[src/hdl/gdconv_pkg.sv]
// shared constants, stage types and month tables for the gregorian date converter
// no dependencies; imported by the converter top level and its port checker
package gdconv_pkg;

   // field widths
   localparam int unsigned DayW   = 5;
   localparam int unsigned MonthW = 4;
   localparam int unsigned YearW  = 12;
   localparam int unsigned NumW   = 20;
   localparam int unsigned DoyW   = 9;   // day of year 0..365
   localparam int unsigned OffW   = 8;   // year - 1900, 0..200
   localparam int unsigned SpanW  = 17;  // days inside the supported window
   localparam int unsigned Q4W    = 6;   // count of 4-year cycles since 1901
   localparam int unsigned RemW   = 11;  // day inside a 4-year cycle
   localparam int unsigned FieldsW = DayW + MonthW + YearW + NumW;
   localparam int unsigned TdataW  = ((FieldsW + 7) / 8) * 8;
   localparam int unsigned PadW    = TdataW - FieldsW;

   // commands
   localparam logic CmdDateToNum = 1'b0;
   localparam logic CmdNumToDate = 1'b1;

   // range limits
   localparam logic [YearW-1:0]  YearMin  = 12'd1900;
   localparam logic [YearW-1:0]  YearMax  = 12'd2100;
   localparam logic [YearW-1:0]  Year1901 = 12'd1901;
   localparam logic [OffW-1:0]   OffEnd   = OffW'(YearMax - YearMin);
   localparam logic [MonthW-1:0] MonthFeb = 4'd2;
   localparam logic [MonthW-1:0] MonthMax = 4'd12;
   localparam logic [NumW-1:0]   NumMin   = 20'd693595;  // 1 jan 1900
   localparam logic [NumW-1:0]   NumMax   = 20'd767008;  // 31 dec 2100
   localparam logic [NumW-1:0]   Num1901  = 20'd693960;  // 1 jan 1901
   localparam logic [NumW-1:0]   Num2100  = 20'd766644;  // 1 jan 2100

   // year and cycle lengths
   localparam logic [DoyW-1:0]  DaysYear = 9'd365;
   localparam logic [RemW-1:0]  Days4y   = 11'd1461;
   localparam logic [RemW-1:0]  Rem1y    = 11'd365;
   localparam logic [RemW-1:0]  Rem2y    = 11'd730;
   localparam logic [RemW-1:0]  Rem3y    = 11'd1095;

   // span / 1461 == (span * RecipCycle) >> RecipShift, exact for the whole window
   localparam logic [SpanW-1:0] RecipCycle = 17'd91868;
   localparam int unsigned      RecipShift = 27;

   typedef struct packed {
      logic              cmd;
      logic [DayW-1:0]   day;
      logic [MonthW-1:0] month;
      logic [YearW-1:0]  year;
      logic [NumW-1:0]   num;
   } req_type;

   typedef struct packed {
      logic              cmd;
      logic              bad;
      logic [DayW-1:0]   day;
      logic [MonthW-1:0] month;
      logic [YearW-1:0]  year;
      logic [NumW-1:0]   num;
      logic [SpanW-1:0]  ybase;     // days from 1 jan 1900 to 1 jan of year
      logic [DoyW-1:0]   mpart;     // day of year of the date
      logic [SpanW-1:0]  span;      // num - 1 jan 1901
      logic [Q4W-1:0]    q4;
      logic              is_end;    // number lies in 1900 or 2100
      logic [YearW-1:0]  end_year;
      logic [DoyW-1:0]   end_doy;
   } mid_type;

   typedef struct packed {
      logic              cmd;
      logic              bad;
      logic [DayW-1:0]   day;
      logic [MonthW-1:0] month;
      logic [YearW-1:0]  year;
      logic [NumW-1:0]   num;
      logic [DoyW-1:0]   doy;
      logic              leap;
   } late_type;

   typedef struct packed {
      logic              invalid;
      logic [DayW-1:0]   day;
      logic [MonthW-1:0] month;
      logic [YearW-1:0]  year;
      logic [NumW-1:0]   num;
   } rsp_type;

   // zero-based start of month idx (0 = january, 12 = year length)
   function automatic logic [DoyW-1:0] month_start_f(input logic [MonthW-1:0] idx,
                                                     input logic leap);
      logic [DoyW-1:0] base;
      unique case (idx)
         4'd0:    base = 9'd0;
         4'd1:    base = 9'd31;
         4'd2:    base = 9'd59;
         4'd3:    base = 9'd90;
         4'd4:    base = 9'd120;
         4'd5:    base = 9'd151;
         4'd6:    base = 9'd181;
         4'd7:    base = 9'd212;
         4'd8:    base = 9'd243;
         4'd9:    base = 9'd273;
         4'd10:   base = 9'd304;
         4'd11:   base = 9'd334;
         4'd12:   base = 9'd365;
         default: base = 9'd0;
      endcase
      return base + DoyW'(leap && (idx >= MonthFeb));
   endfunction

   // length of month m (1 = january); zero for codes that are no month
   function automatic logic [DayW-1:0] month_len_f(input logic [MonthW-1:0] m,
                                                   input logic leap);
      logic [DayW-1:0] len;
      unique case (m)
         4'd1, 4'd3, 4'd5, 4'd7, 4'd8, 4'd10, 4'd12: len = 5'd31;
         4'd4, 4'd6, 4'd9, 4'd11:                    len = 5'd30;
         4'd2:                                       len = leap ? 5'd29 : 5'd28;
         default:                                    len = 5'd0;
      endcase
      return len;
   endfunction

endpackage

[src/hdl/gregorian_date_day_number_convert.sv]
// gregorian date <-> day number converter, four register stages
// depends on gdconv_pkg for widths, limits, stage types and month tables
//
// path: a request moves through the input, stage 1, stage 2 and result registers in turn
// throughput: one request per cycle; a stage holds only while the stage after it is full and stalled
// reset: synchronous, active high; clears the four stage valid bits, payload is not reset
module gregorian_date_day_number_convert
   import gdconv_pkg::*;
(
   input  logic              clock,
   input  logic              reset,
   input  logic              req_tvalid,
   output logic              req_tready,
   // [4:0] day_in, [8:5] month_in, [20:9] year_in, [40:21] day_number_in, rest zero
   input  logic [TdataW-1:0] req_tdata,
   // [0] command
   input  logic              req_tuser,
   output logic              rsp_tvalid,
   input  logic              rsp_tready,
   // [4:0] day_out, [8:5] month_out, [20:9] year_out, [40:21] day_number_out, rest zero
   output logic [TdataW-1:0] rsp_tdata,
   // [0] invalid
   output logic              rsp_tuser
);

   // stage valid bits and the ready chain running back from the result side
   logic v0_ff, v1_ff, v2_ff, v3_ff;
   logic v0_in, v1_in, v2_in, v3_in;
   logic rdy0, rdy1, rdy2, rdy3;

   req_type  s0_ff, s0_in;
   mid_type  s1_ff, s1_in;
   late_type s2_ff, s2_in;
   rsp_type  s3_ff, s3_in;

   assign rdy3 = !v3_ff || rsp_tready;
   assign rdy2 = !v2_ff || rdy3;
   assign rdy1 = !v1_ff || rdy2;
   assign rdy0 = !v0_ff || rdy1;
   assign req_tready = rdy0;

   assign v0_in = rdy0 ? req_tvalid : v0_ff;
   assign v1_in = rdy1 ? v0_ff : v1_ff;
   assign v2_in = rdy2 ? v1_ff : v2_ff;
   assign v3_in = rdy3 ? v2_ff : v3_ff;

   always_ff @(posedge clock) begin
      if (reset) begin
         v0_ff <= 1'b0;
         v1_ff <= 1'b0;
         v2_ff <= 1'b0;
         v3_ff <= 1'b0;
      end else begin
         v0_ff <= v0_in;
         v1_ff <= v1_in;
         v2_ff <= v2_in;
         v3_ff <= v3_in;
      end
   end

   // ---------------------------------------------------------------
   // input register: unpack the request
   // ---------------------------------------------------------------
   always_comb begin
      s0_in.cmd   = req_tuser;
      s0_in.day   = req_tdata[DayW-1:0];
      s0_in.month = req_tdata[DayW +: MonthW];
      s0_in.year  = req_tdata[DayW+MonthW +: YearW];
      s0_in.num   = req_tdata[DayW+MonthW+YearW +: NumW];
   end

   always_ff @(posedge clock) begin
      if (rdy0 && req_tvalid) begin
         s0_ff <= s0_in;
      end
   end

   // ---------------------------------------------------------------
   // stage 1: date checks and year base; number range and 4-year cycle count
   // ---------------------------------------------------------------
   logic [YearW-1:0]    year_rel;
   logic [OffW-1:0]     off;
   logic                leap_d;
   logic                date_ok;
   logic                num_ok;
   logic                before1901;
   logic                from2100;
   logic [2*SpanW-1:0]  prod;

   always_comb begin
      // years counted from 1900; 1900 and 2100 are the only non-leap multiples of 4
      year_rel = s0_ff.year - YearMin;
      off      = year_rel[OffW-1:0];
      leap_d   = (off[1:0] == 2'd0) && (off != '0) && (off != OffEnd);
      date_ok  = (s0_ff.year >= YearMin) && (s0_ff.year <= YearMax)
              && (s0_ff.month != '0) && (s0_ff.month <= MonthMax)
              && (s0_ff.day != '0)
              && (s0_ff.day <= month_len_f(s0_ff.month, leap_d));

      num_ok     = (s0_ff.num >= NumMin) && (s0_ff.num <= NumMax);
      before1901 = s0_ff.num < Num1901;
      from2100   = s0_ff.num >= Num2100;

      s1_in.cmd   = s0_ff.cmd;
      s1_in.bad   = (s0_ff.cmd == CmdNumToDate) ? !num_ok : !date_ok;
      s1_in.day   = s0_ff.day;
      s1_in.month = s0_ff.month;
      s1_in.year  = s0_ff.year;
      s1_in.num   = s0_ff.num;

      // 365 per year plus one per leap year seen before this one
      s1_in.ybase = SpanW'(off) * SpanW'(DaysYear)
                  + SpanW'((off + OffW'(3)) >> 2)
                  - SpanW'(off != '0);
      s1_in.mpart = month_start_f(s0_ff.month - MonthW'(1), leap_d)
                  + DoyW'(s0_ff.day) - DoyW'(1);

      // 1901..2099 repeat in clean 4-year cycles; divide by 1461 via reciprocal
      s1_in.span = SpanW'(s0_ff.num - Num1901);
      prod       = (2*SpanW)'(s1_in.span) * (2*SpanW)'(RecipCycle);
      s1_in.q4   = prod[RecipShift +: Q4W];

      s1_in.is_end   = before1901 || from2100;
      s1_in.end_year = before1901 ? YearMin : YearMax;
      s1_in.end_doy  = before1901 ? DoyW'(s0_ff.num - NumMin)
                                  : DoyW'(s0_ff.num - Num2100);
   end

   always_ff @(posedge clock) begin
      if (rdy1 && v0_ff) begin
         s1_ff <= s1_in;
      end
   end

   // ---------------------------------------------------------------
   // stage 2: final day number; year and day of year from the cycle split
   // ---------------------------------------------------------------
   logic [SpanW-1:0] rem_full;
   logic [RemW-1:0]  rem;
   logic [1:0]       q1;
   logic [RemW-1:0]  rem_base;
   logic [YearW-1:0] year_n;

   always_comb begin
      rem_full = s1_ff.span - SpanW'(s1_ff.q4) * SpanW'(Days4y);
      rem      = rem_full[RemW-1:0];
      priority if (rem >= Rem3y) begin
         q1 = 2'd3;
         rem_base = Rem3y;
      end else if (rem >= Rem2y) begin
         q1 = 2'd2;
         rem_base = Rem2y;
      end else if (rem >= Rem1y) begin
         q1 = 2'd1;
         rem_base = Rem1y;
      end else begin
         q1 = 2'd0;
         rem_base = '0;
      end
      year_n = Year1901 + YearW'({s1_ff.q4, 2'b00}) + YearW'(q1);

      s2_in.cmd = s1_ff.cmd;
      s2_in.bad = s1_ff.bad;
      if (s1_ff.cmd == CmdNumToDate) begin
         s2_in.day   = '0;
         s2_in.month = '0;
         s2_in.num   = s1_ff.num;
         if (s1_ff.is_end) begin
            s2_in.year = s1_ff.end_year;
            s2_in.doy  = s1_ff.end_doy;
            s2_in.leap = 1'b0;
         end else begin
            // fourth year of each cycle is the leap year
            s2_in.year = year_n;
            s2_in.doy  = DoyW'(rem - rem_base);
            s2_in.leap = (q1 == 2'd3);
         end
      end else begin
         s2_in.day   = s1_ff.day;
         s2_in.month = s1_ff.month;
         s2_in.year  = s1_ff.year;
         s2_in.num   = NumMin + NumW'(s1_ff.ybase) + NumW'(s1_ff.mpart);
         s2_in.doy   = '0;
         s2_in.leap  = 1'b0;
      end
   end

   always_ff @(posedge clock) begin
      if (rdy2 && v1_ff) begin
         s2_ff <= s2_in;
      end
   end

   // ---------------------------------------------------------------
   // stage 3: month lookup over the month-start table, zeroing on invalid
   // ---------------------------------------------------------------
   logic [MonthW-1:0] mon_idx;
   logic [DoyW-1:0]   dom;

   always_comb begin
      // starts rise monotonically, so the last match is the month
      mon_idx = '0;
      for (int j = 1; j < 12; j++) begin
         if (s2_ff.doy >= month_start_f(MonthW'(j), s2_ff.leap)) begin
            mon_idx = MonthW'(j);
         end
      end
      dom = s2_ff.doy - month_start_f(mon_idx, s2_ff.leap) + DoyW'(1);

      if (s2_ff.bad) begin
         s3_in = '0;
         s3_in.invalid = 1'b1;
      end else if (s2_ff.cmd == CmdNumToDate) begin
         s3_in.invalid = 1'b0;
         s3_in.day     = DayW'(dom);
         s3_in.month   = mon_idx + MonthW'(1);
         s3_in.year    = s2_ff.year;
         s3_in.num     = s2_ff.num;
      end else begin
         s3_in.invalid = 1'b0;
         s3_in.day     = s2_ff.day;
         s3_in.month   = s2_ff.month;
         s3_in.year    = s2_ff.year;
         s3_in.num     = s2_ff.num;
      end
   end

   always_ff @(posedge clock) begin
      if (rdy3 && v2_ff) begin
         s3_ff <= s3_in;
      end
   end

   // result register drives the response channel directly
   assign rsp_tvalid = v3_ff;
   assign rsp_tuser  = s3_ff.invalid;
   assign rsp_tdata  = {{PadW{1'b0}}, s3_ff.num, s3_ff.year, s3_ff.month, s3_ff.day};

endmodule

[config.mk]
export PLATFORM = sky130hd
export DESIGN_NAME = gregorian_date_day_number_convert
export DESIGN_NICKNAME = d
export VERILOG_FILES = /design/src/hdl/gdconv_pkg.sv /design/src/hdl/gregorian_date_day_number_convert.sv
export SDC_FILE = /design/constraint.sdc
export NUM_CORES = 1
export LEC_CHECK = 0
export ABC_AREA = 1
export BUFFER_PORTS_ARGS = -buffer_cell sky130_fd_sc_hd__clkbuf_2
export CORE_ASPECT_RATIO = 0.8
export CORE_MARGIN = 1.5
export CORE_UTILIZATION = 60
export CTS_BUF_LIST = sky130_fd_sc_hd__clkbuf_8
export DETAILED_ROUTE_END_ITERATION = 8
export GPL_ROUTABILITY_DRIVEN = 0
export PLACE_DENSITY = 0.86
export SLEW_MARGIN = 5
export SYNTH_ARGS = -nofsm -noshare
export SYNTH_HDL_FRONTEND = slang
export SYNTH_SLANG_ARGS = --single-unit
[constraint.sdc]
create_clock -name clock -period 14.81 [get_ports clock]
set_input_delay 2.962 -clock clock [delete_from_list [all_inputs] [get_ports clock]]
set_output_delay 2.962 -clock clock [all_outputs]
set_load 0.02 [all_outputs]
Word-level counts from Yosys, hierarchy flattened:

Memories as Yosys holds them, arrays and structs flattened.
Cells that the tools add are included.

* bits in registers: 249
* output and inout bits: 51
* memories kept: 2
* bits in read-only memories: 288
* logic and storage cells: 168

Memory list
* (name not given): words 16, bits a word 9, rd ports 1, clocked after Yosys merged registers in 0, write ports 0, RTL line gdconv_pkg.sv:93 `unique case (idx)`
* (name not given): words 16, bits a word 9, rd ports 1, clocked after Yosys merged registers in 0, write ports 0, RTL line gdconv_pkg.sv:93

* eq/ne operators: 14
* muxes and demuxes: 26
* magnitude comparators: 24
* add/subtract/negate cells: 31
* multipliers: 3
* reductions and logical operators: 32
* bitwise gates (word level): 1

Operator list (number)
* $ge 9x9->1: 7
* $mux 42: 1
* $mux 41: 1
* $ge 20x20->1 const B: 2
* $mux 4: 10
* $add 8x1->9 const A: 4
* $mux 9: 4
* $mul 17x15->31 const B: 1
* $add 9x1->9 const A: 3
* $mux 12: 2
* $add 20x17->20 const A: 1
* $add 20x9->20: 1
* $eq 4x4->1 const B: 5
* $le 20x20->1 const B: 1
* $lt 20x20->1 const B: 1
* $ge 9x8->1: 2
* $add 17x7->17: 1
* $mul 8x9->17 const B: 1
* $sub 17x1->17: 1
* $sub 17x16->17 const B: 1
* $add 7x1->8 const A: 2
* $eq 4x3->1 const B: 4
* $pmux 5 s3: 1
* $logic_and 1x1->1: 14
* 45 further kinds: 60

Logic depth before layout (Yosys ltp):

* word-level depth: 18
* depth in mapped cells: 34
* gate-level depth less buffers: 34

Least setup slack after synthesis:

OpenSTA, ideal clock, no wires.

* path kind: flip-flop to flip-flop
* from: reg s0_ff[3] (netlist name)
* to: reg s1_ff[25] (netlist name), data pin
* stages on the path, launching flop included: 26
* setup time: 252 ps
* path buffers: 0
* setup slack: 8126 ps
* arrival: 6432 ps
* path through: edfxtp_1 inv_1 ha_1 a21oi_1 inv_1 nor2_1 nor2_1 nor3_2 nor2_1 nor2_1 xor2_1 inv_1 fa_1 fa_1 fa_1 fa_1 fa_1 fa_1 ha_1 a21oi_1 o21ai_0 a211o_1 a221oi_1 nand2_1 nand2_1 nand2_1

RTL lines
* start: declaration: RTL line gregorian_date_day_number_convert.sv:31 `req_type s0_ff, s0_in;`
* start signal: assignment: RTL line gregorian_date_day_number_convert.sv:74 `s0_ff <= s0_in;`
* end signal: assignment: RTL line gregorian_date_day_number_convert.sv:131 `s1_ff <= s1_in;`
* end: declaration: RTL line gregorian_date_day_number_convert.sv:32 `mid_type s1_ff, s1_in;`

==> flow_summary.yaml <==
outcome:
  status: "finished clean"
drt:
  vias: 15500
  drt-pass1-iter-count: 7
  drc_errors: 0
  viasPerCell: 5.54
  wl_per_cell_um: 17.2
  drtAntennaViolNets: 0
  dr.first_iter.drc_count: 1596
  wl_um: 48100
global_route:
  grt_pass1_vias: 15800
  overflow: 0
  grt_antenna_before_repair: 0
  track_usage: 0.273
  grt_max_degree: 81
  grt_pass1_wl_um: 76800
critical_path:
  crit_type: "flip-flop to flip-flop"
  cpPeakStageDelay_ns: 0.61
  cp_num_buf_inv: 3
  crit_path_max_fanout: 13
  crit_path_start: "s0_ff[3]"
  end_kind: "flip-flop"
  critical_path_arrival_ns: 8.22
  timing.rr.start: "s0_ff[3]"
  cp_common_cell: "fa_1"
  critPathTopFamily: "adder cells"
  critPathLaunchType: "flip-flop"
  cpMaxStageDelayCell: "fa_1"
  cp.required_ns: 15.13
die:
  dieArea_um2: 35900
  initial_core_util: 0.615
  rows: 60
  ios: 104
  coreArea_um2: 33900
  dieWidth_um: 212
  die_h_um: 170
synth:
  synth_ff_type: "edfxtp_1"
  syn_area_per_cell_um2: 9.54
  yosysTopAreaCell: "edfxtp_1"
  yosysUniqueCellTypes: 57
  seq_area_frac_synth: 0.337
  synthArstFlopShare: 0
  yosys_warnings: 0
  ys_ff_latch: 236
  synth_top_area_frac: 0.334
  synth_area_leaders: "edfxtp_1 (33%), ha_1 (18%), fa_1 (15%)"
  synth_cells: 2188
  syn_area_um2: 20900
  synth-edff-count: 232
timing:
  finalHoldViolCount: 0
  tns_ns: 0
  clock.fmax_ghz: 0.127
  holdWs_ns: 0.434
  rsz0062_at_grt: "false"
  slew_headroom: 0.123
  maxSlewViolCount: 0
  skew_ns: 0.0333
  worst_pin_slew_ns: 1.31
  period_minus_slack_ns: 7.89
  setup_viol: 0
  period_share: 0.533
layout:
  fillerInstances: 2511
  fin_nets: 2819
  layout-drive-gt1-share: 0.0732
  antenna_cells: 0
  area_delta_synth_final_pct: 8.21
clocking:
  cts-root-buf: "clkbuf_8"
  cts.clk_slew.worst_paths_ns: 0.06
  ctsHtreeMaxLevel: 2
  ctsHoldBuffers: 0
  cts_tree: "built"
  cts_buffer_depth: 3
  post_cts_resized: 0
  post_cts_buffers: 0
  clkLatencyLatePin_ns: 0.57
  cts-buffers-inserted: 40
  cts.sinks: 236
run:
  cap_violations: 0
placed_design:
  hpwl_um: 38500
  numPortBuffers: 89
hold_path:
  min_from: "s1_ff[112]"
  hold_path_class: "flip-flop to flip-flop"
worst paths after layout:
| check | to | slack (ns) | depth (start not counted) |
|---|---|---|---|
| worst min register to register | s2_ff[51] | 0.43 | 0 |
| worst min-delay path | s2_ff[51] | 0.43 | 0 |
| worst max register to register | s1_ff[25] | 6.92 | 25 |
| worst max-delay path | s1_ff[25] | 6.92 | 25 |
logic make-up after synthesis:
family | count (synthesis) | share of synthesized area
muxes | 2 | 0.000959
AOI/OAI and AO/OA | 263 | 0.0738
and+or+nand+nor | 603 | 0.121
buffers and inverters | 535 | 0.0981
adders and majority gates | 460 | 0.331
DFF | 236 | 0.337
other | 1 | 0.000180
xor gates and xnor gates | 88 | 0.0373
metal layers:
| layer | share of wire | GRT usage | routed length (um) | up-vias |
|---|---|---|---|---|
| li1 | - | - | - | 7289 |
| met1 | 0.42 | 0.366 | 20100 | 7325 |
| met2 | 0.45 | 0.437 | 21600 | 779 |
| met3 | 0.099 | 0.0609 | 4740 | 129 |
| met4 | 0.034 | 0.104 | 1630 | 0 |
| met5 | 0 | 0 | 0 | - |
Yosys cell counts (3+ instances only):
| library cell | count |
|---|---|
| ha_1 | 305 |
| nand4_1 | 21 |
| xnor2_1 | 22 |
| o21bai_1 | 13 |
| or2_2 | 7 |
| o21ai_0 | 82 |
| nor2_1 | 161 |
| a22o_1 | 3 |
| o221ai_1 | 4 |
| dfxtp_1 | 4 |
| o21a_1 | 4 |
| o31ai_1 | 5 |
| a21oi_1 | 104 |
| buf_4 | 8 |
| nand2_1 | 304 |
| a21boi_0 | 3 |
| o211ai_1 | 11 |
| fa_1 | 155 |
| clkbuf_1 | 12 |
| nor3_1 | 18 |
| inv_1 | 507 |
| nand3_1 | 76 |
| xor2_1 | 65 |
| a211oi_1 | 3 |
| edfxtp_1 | 232 |
| nand3b_1 | 5 |
| a21o_1 | 13 |
| o21ai_1 | 3 |
placed cells by master, fill, tap and decap left out, types with 3 or more instances in the layout:
cell | synthesis | layout
a211oi_1 | 3 | 3
a21boi_0 | 3 | 3
a21o_1 | 13 | 13
a21oi_1 | 104 | 104
a22o_1 | 3 | 3
buf_4 | 8 | 5
clkbuf_2 | 0 | 89
clkbuf_8 | 0 | 41
clkinv_1 | 2 | 10
clkinv_2 | 0 | 7
conb_1 | 1 | 7
dfxtp_1 | 4 | 4
edfxtp_1 | 232 | 232
fa_1 | 155 | 155
ha_1 | 305 | 305
inv_1 | 507 | 517
inv_2 | 2 | 3
nand2_1 | 304 | 304
nand3_1 | 76 | 76
nand3b_1 | 5 | 5
nand4_1 | 21 | 21
nor2_1 | 161 | 159
nor3_1 | 18 | 18
o211ai_1 | 11 | 11
o21a_1 | 4 | 4
o21ai_0 | 82 | 82
o21ai_1 | 3 | 3
o21bai_1 | 13 | 13
o221ai_1 | 4 | 4
o31ai_1 | 5 | 5
or2_2 | 7 | 7
xnor2_1 | 22 | 22
xor2_1 | 65 | 65
registers in the layout, summed over array words and instances, names as in the netlist:
| name | count |
|---|---|
| v0_ff | 1 |
| s0_ff | 42 |
| s2_ff | 53 |
| rsp_tvalid | 1 |
| v2_ff | 1 |
| rsp_tuser | 1 |
| v1_ff | 1 |
| rsp_tdata | 41 |
| s1_ff | 95 |
worst register-to-register path: stages (launching register included):
cell and delay, ns:
edfxtp_1 0.53, inv_1 0.39, ha_1 0.38, a21oi_1 0.18, inv_1 0.08, nor2_1 0.14, nor2_1 0.09, nor3_2 0.23
nor2_1 0.07, nor2_1 0.13, xor2_1 0.47, inv_1 0.29, fa_1 0.61, fa_1 0.46, fa_1 0.54, fa_1 0.46
fa_1 0.54, fa_1 0.51, ha_1 0.37, a21oi_1 0.24, o21ai_0 0.11, a211o_1 0.28, a221oi_1 0.32, nand2_1 0.10
nand2_1 0.06, nand2_1 0.05
stage by stage:
| step | util | std cells | worst slack, ns | cell area (um2) |
|---|---|---|---|---|
| after CTS | 0.666 | 2802 | 6.99 | 22600 |
| after floorplan | - | 2194 | 8.13 | 20900 |
| final | 0.666 | 2802 | 6.92 | 22600 |
| after detailed placement | 0.644 | 2729 | 7.04 | 21900 |
| after global routing | 0.666 | 2802 | 6.57 | 22600 |
| after global placement | 0.644 | 2729 | 7.33 | 21900 |
area by class of cell:
type | count | area, um2 | area share
repair buffers | 94 | 483 | 0.0214
well taps | 465 | 582 | 0.0257
clock buffers | 41 | 564 | 0.0250
inverters | 511 | 1920 | 0.0849
multi-input cells | 1423 | 11800 | 0.523
clock inverters | 32 | 176 | 0.00781
flip-flops and latches | 236 | 7050 | 0.312
Power is left out: the tool's default activity adds up to more than one toggle a clock period on the data nets, which glitch-free logic cannot reach.
